[config.mk]
export PLATFORM = sky130hd
export DESIGN_NAME = tdt_front_flat
export DESIGN_NICKNAME = d
export VERILOG_FILES = /design/src/hw/rtl/tdt_pkg.sv /design/src/hw/rtl/tdt_if.sv /design/src/hw/rtl/tdt_front.sv /design/src/flat_wrapper.sv
export SDC_FILE = /design/constraint.sdc
export NUM_CORES = 1
export LEC_CHECK = 0
export ABC_AREA = 0
export BUFFER_PORTS_ARGS = -buffer_cell sky130_fd_sc_hd__buf_2
export CAP_MARGIN = 20
export CORE_ASPECT_RATIO = 1.1
export CORE_MARGIN = 5
export CORE_UTILIZATION = 55
export CTS_BUF_LIST = sky130_fd_sc_hd__clkbuf_8
export DETAILED_ROUTE_END_ITERATION = 12
export HOLD_SLACK_MARGIN = 0.1
export PLACE_DENSITY = 0.91
export SLEW_MARGIN = 20
export SYNTH_ARGS = -nofsm -noshare
export SYNTH_HDL_FRONTEND = slang
export SYNTH_SLANG_ARGS = --single-unit
[constraint.sdc]
create_clock -name clock -period 4.9 [get_ports clock]
set_input_delay 0 -clock clock [delete_from_list [all_inputs] [get_ports clock]]
set_output_delay 0 -clock clock [all_outputs]
set_load 0.01 [all_outputs]
[src/hw/rtl/tdt_pkg.sv]
// tdt_pkg: constants, types, cell address helper and triangle length helper for the triangular distance table
// no dependencies
`default_nettype none
package tdt_pkg;
   localparam int MaxNodes  = 64;
   localparam int DistWidth = 16;
   localparam int CellCount = MaxNodes * (MaxNodes + 1) / 2;
   localparam int NodeW     = 6;
   localparam int CountW    = 7;
   localparam int AddrW     = $clog2(CellCount);

   localparam logic [DistWidth-1:0] Unreach = {DistWidth{1'b1}};
   localparam logic [DistWidth-1:0] SatCap  = Unreach - 1'b1;

   localparam logic [2:0] ActWrite  = 3'd0;
   localparam logic [2:0] ActRead   = 3'd1;
   localparam logic [2:0] ActLink   = 3'd2;
   localparam logic [2:0] ActRelay  = 3'd3;
   localparam logic [2:0] ActResize = 3'd4;

   typedef struct packed {
      logic [2:0]  action;
      logic [5:0]  first_node;
      logic [5:0]  second_node;
      logic [15:0] entry_value;
      logic [15:0] extra_cost;
      logic [6:0]  new_count;
   } req_type;

   typedef struct packed {
      logic [15:0] read_value;
      logic        index_error;
   } rsp_type;

   // classified work handed from front to back
   typedef struct packed {
      logic [2:0]           action;
      logic                 err;
      logic [NodeW-1:0]     a;
      logic [NodeW-1:0]     b;
      logic [DistWidth-1:0] val;
      logic [15:0]          extra;
      logic [CountW-1:0]    cnt;
   } job_type;

   function automatic logic [AddrW-1:0] cell_of(input logic [NodeW-1:0] x,
                                                input logic [NodeW-1:0] y);
      logic [NodeW-1:0] lo;
      logic [NodeW-1:0] hi;
      logic [2*NodeW:0] p;
      lo = (x < y) ? x : y;
      hi = (x < y) ? y : x;
      // hi*(hi+1)/2 as (hi*hi + hi) >> 1
      p  = ({{(NodeW+1){1'b0}}, hi} * {{(NodeW+1){1'b0}}, hi}) + {{(NodeW+1){1'b0}}, hi};
      p  = (p >> 1) + {{(NodeW+1){1'b0}}, lo};
      return p[AddrW-1:0];
   endfunction

   function automatic logic [AddrW:0] tri_len(input logic [CountW-1:0] c);
      logic [2*CountW-1:0] p;
      p = ({{CountW{1'b0}}, c} * {{CountW{1'b0}}, c}) + {{CountW{1'b0}}, c};
      return p[AddrW+1:1];
   endfunction
endpackage
`default_nettype wire

[src/hw/rtl/tdt_if.sv]
// tdt_if: valid/ready channels for requests and responses, each carrying one payload
// depends on tdt_pkg
`default_nettype none
interface tdt_req_if (input wire logic clock);
   logic              valid;
   logic              ready;
   tdt_pkg::req_type  data;
   modport source (output valid, output data, input ready);
   modport sink   (input valid, input data, output ready);
endinterface

`default_nettype wire

[src/hw/rtl/tdt_front.sv]
// tdt_front: accepts request beats, checks indexes, queues jobs for the back end
// depends on tdt_pkg, tdt_if
`default_nettype none
module tdt_front (
   input  wire logic               clock,
   input  wire logic               reset,
   tdt_req_if.sink                 req,
   input  wire logic [6:0]         count,
   output tdt_pkg::job_type        job,
   output logic                    job_valid,
   input  wire logic               job_take
);
   // two-entry queue
   tdt_pkg::job_type q_ff [2];
   tdt_pkg::job_type q_in;
   tdt_pkg::job_type head;
   logic [1:0] fill_ff, fill_in;
   logic       push, pop;
   logic       ok;

   assign head = q_ff[0];

   // index check at hand-off, so a resize still ahead in the queue is already applied
   assign ok = ({1'b0, head.a} < count) && ({1'b0, head.b} < count);

   assign req.ready = (fill_ff != 2'd2);
   assign push      = req.valid && req.ready;
   assign job_valid = (fill_ff != 2'd0);
   assign pop       = job_valid && job_take;

   always_comb begin
      job = head;
      case (head.action)
         tdt_pkg::ActWrite, tdt_pkg::ActRead, tdt_pkg::ActLink, tdt_pkg::ActRelay:
            job.err = !ok;
         default: job.err = head.err;
      endcase
   end

   always_comb begin
      q_in.action = req.data.action;
      q_in.a      = req.data.first_node;
      q_in.b      = req.data.second_node;
      q_in.val    = req.data.entry_value;
      q_in.extra  = req.data.extra_cost;
      q_in.cnt    = req.data.new_count;
      case (req.data.action)
         tdt_pkg::ActResize: q_in.err = (req.data.new_count > 7'(tdt_pkg::MaxNodes));
         default: q_in.err = 1'b0;
      endcase
      fill_in = fill_ff + {1'b0, push} - {1'b0, pop};
   end

   always_ff @(posedge clock) begin
      if (reset) fill_ff <= 2'd0;
      else fill_ff <= fill_in;
      if (pop) q_ff[0] <= (push && fill_ff == 2'd1) ? q_in : q_ff[1];
      else if (push && fill_ff == 2'd0) q_ff[0] <= q_in;
      if (push && fill_ff == 2'd1 && !pop) q_ff[1] <= q_in;
   end
endmodule
`default_nettype wire

[src/flat_wrapper.sv]
// flat-port wrapper written by rule: the top's interface ports become plain ports
module tdt_front_flat 
  (clock, reset, count, job, job_valid, job_take, req_valid, req_data, req_ready);
  tdt_req_if req_i (.clock(clock));
  input  wire logic clock;
  input  wire logic reset;
  input  wire logic [6:0] count;
  output tdt_pkg::job_type job;
  output logic job_valid;
  input  wire logic job_take;
  input wire logic [$bits(req_i.valid)-1:0] req_valid;
  input wire logic [$bits(req_i.data)-1:0] req_data;
  output wire logic [$bits(req_i.ready)-1:0] req_ready;
  assign req_i.valid = req_valid;
  assign req_i.data = req_data;
  assign req_ready = req_i.ready;
  tdt_front u_core (.clock(clock), .reset(reset), .req(req_i), .count(count), .job(job), .job_valid(job_valid), .job_take(job_take));
endmodule
==> metrics.yaml <==
sta:
  worstMarginPinSlew_ns: 1.01
  drv_slew: 0
  period_share_pct: 50.3
  period_needed_ns: 2.47
  fin_skew_ns: 0.0112
  hold_viol: 0
  fmax_mhz: 405
  relSlewSlack_pct: 32.7
  finalSetupViolCount: 0
  fin_setup_tns_ns: 0
  rsz0062_at_grt: "false"
yosys:
  yosys.area_share.simple_pct: 2.52
  synth_nets: 356
  syn_area_per_cell_um2: 17.8
  synth_seq_area_share_pct: 67.3
  netlist_instances: 279
  ys_warn_count: 0
  synthAdderAreaFrac_pct: 3.02
  synthTopCellsByArea: "edfxtp_1 66%, mux2_4 12%, buf_4 8.2%, mux2_2 3.9%, ha_1 3.0%"
  yosys.area.top_type: "edfxtp_1"
  syn_area_um2: 4970
  synth_compound_area_share_pct: 1.18
  synth_cell_types: 27
  synth_top_area_share_pct: 66.5
  synth-xor-area-share_pct: 0.353
  synth_top_family_by_area: "multiplexers"
  ys_seq_elements: 112
  synthMuxAreaShare_pct: 15.6
cells_and_area:
  fin_util_pct: 68.1
  final_cell_mix: "121 x buf_2, 110 x edfxtp_1, 55 x dlygate4sd3_1, 39 x mux2_4, 17 x mux2_2"
  drive_gt1_share_pct: 47.6
  area_growth_pct: 21.1
  diodes: 0
  fillers: 607
  layout_commonest_cell: "buf_2"
  final_net_count: 486
cts:
  cts_setup_buffers: 0
  cts_buffers: 9
  clk_pin_slew_ns: 0.10
  clock_latency_ns: 0.36
  clockBufferDepth: 2
  cts_sinks: 112
  cts_max_level: 3
  cts-hold-fix-buffers: 55
  cts_resized: 0
  cts_tree: "yes"
  root_buffer: "clkbuf_8"
pwr:
  ir_worst_vdd_mv: 0.221
  p_per_area_nw_per_um2: 419
  leakage_nw: 2.45
placement:
  place_congestion: 0.832
  port_buffers: 121
  place.detailed.hpwl_mm: 5.90
status:
  status: "finished clean"
routing:
  drt-pass1-iter-count: 4
  num_vias: 2605
  drc: 0
  drt_iter0_drc: 104
  ant_nets: 0
  drt-total-wl_mm: 9.02
  wl_per_cell_um: 17.1
  vias_per_cell: 4.93
grt:
  grt_pass1_vias: 2864
  grt_first_pass_wirelength_mm: 14.0
  gr-total-overflow: 0
  grt_util_all_layers_pct: 16.8
  grt_start_max_net_pins: 56
  antenna_found_initial: 0
die:
  initial_core_util_pct: 56.3
  die_w_um: 101
  fp.dieArea_um2: 11000
  ios: 122
  row_count: 36
  fp.dieH_um: 110
  core-area_um2: 8830
critical_path:
  rrSetupSlack_ns: 2.43
  crit_path_max_fanout: 55
  crit_start: "u_core.fill_ff[1]"
  reg2reg_to: "u_core.q_ff[0][86]"
  required_ns: 4.90
  reg2reg_from: "u_core.fill_ff[1]"
  worst_setup_path_start_kind: "flop"
  r2r_cells: 3
  arrival_ns: 2.46
  setup.worst_path.class: "flop to flop"
  cp-end-kind: "flop"
hold_path:
  whs_endpoint: "u_core.fill_ff[0]"
  hold_path.class: "input pin to flop"
  min-delay-start: "req_valid"
  hold-path-cell-count: 4
job:
  maxCapViolCount: 0
worst max path at each step:
stage	endpoint	slack, ns
finish	u_core.q_ff[0][86]	2.43
global route	u_core.q_ff[0][74]	2.29
CTS	u_core.q_ff[0][55]	2.40
detailed placement	u_core.q_ff[0][78]	2.42
global placement	u_core.q_ff[0][70]	2.49
floorplan	u_core.q_ff[0][100]	1.49
state kept, by name, summed over array words and instances (netlist names):
register        flops
u_core.fill_ff      2
u_core.q_ff       110
logic make-up (layout without fill, tap and decap cells):
group                      Yosys count  after routing
and+or+nand+nor                     20             20
adders and majority gates           12             12
muxes                               56             56
DFF                                112            112
xor gates and xnor gates             2              2
AOI/OAI and AO/OA                    9              9
buffers and inverters               68            203
synthesized netlist by cell type (all sizes together):
library cell  instances
nor2                  4
xor2                  1
dfxtp                 2
and2                  2
mux2                 56
nand3                 3
xnor2                 1
a211oi                2
or3b                  1
nand2b                2
buf                  60
nand4b                2
nor2b                 2
edfxtp              110
ha                   12
o32a                  1
nor3b                 1
o311ai                1
inv                   8
nand2                 1
or2                   1
a21oi                 5
nor4                  1
metal layers:
metal  track usage, %  part of all wire, %  routed length (um)
met1             18.6                   38                3420
met2             30.5                   54                4840
met3             3.74                  5.8                 523
met4             7.99                  2.6                 236
met5                0                    0                   0
worst max-delay path: stages (launching register included):
cell and delay (ns):
dfxtp_1 0.38, nor2b_4 0.80, nor3b_4 0.31, buf_4 0.59
stage by stage:
| stage | hold WS (ns) | worst slack, ns | power (W) | cells | cell area (um2) |
|---|---|---|---|---|---|
| finish | 0.142 | 2.43 | 0.00252 | 528 | 6010 |
| global route | 0.193 | 2.29 | 0.00266 | 528 | 6010 |
| CTS | 0.116 | 2.40 | 0.00254 | 528 | 6010 |
| detailed placement | 0.175 | 2.42 | 0.00202 | 457 | 5280 |
| global placement | 0.174 | 2.49 | 0.00199 | 457 | 5280 |
| floorplan | 0.0716 | 1.49 | 0.00194 | 279 | 4970 |
area by class of cell:
class / count / area, um2 / area share (%)
clock buffers: 9 / 124 / 2.06
clock inverters: 7 / 56.3 / 0.936
inverters: 8 / 30.0 / 0.499
multi-input cells: 99 / 1140 / 19.0
flip-flops and latches: 112 / 3340 / 55.6
well taps: 114 / 143 / 2.37
repair buffers: 179 / 1180 / 19.6
power breakdown:
part	internal [W]	switching (W)
combinational	0.000316	0.000349
sequential	0.00130	0.0000630
clock	0.000192	0.000305
total	0.00180	0.000717
Note: power is estimated with default switching activity, not from simulation.
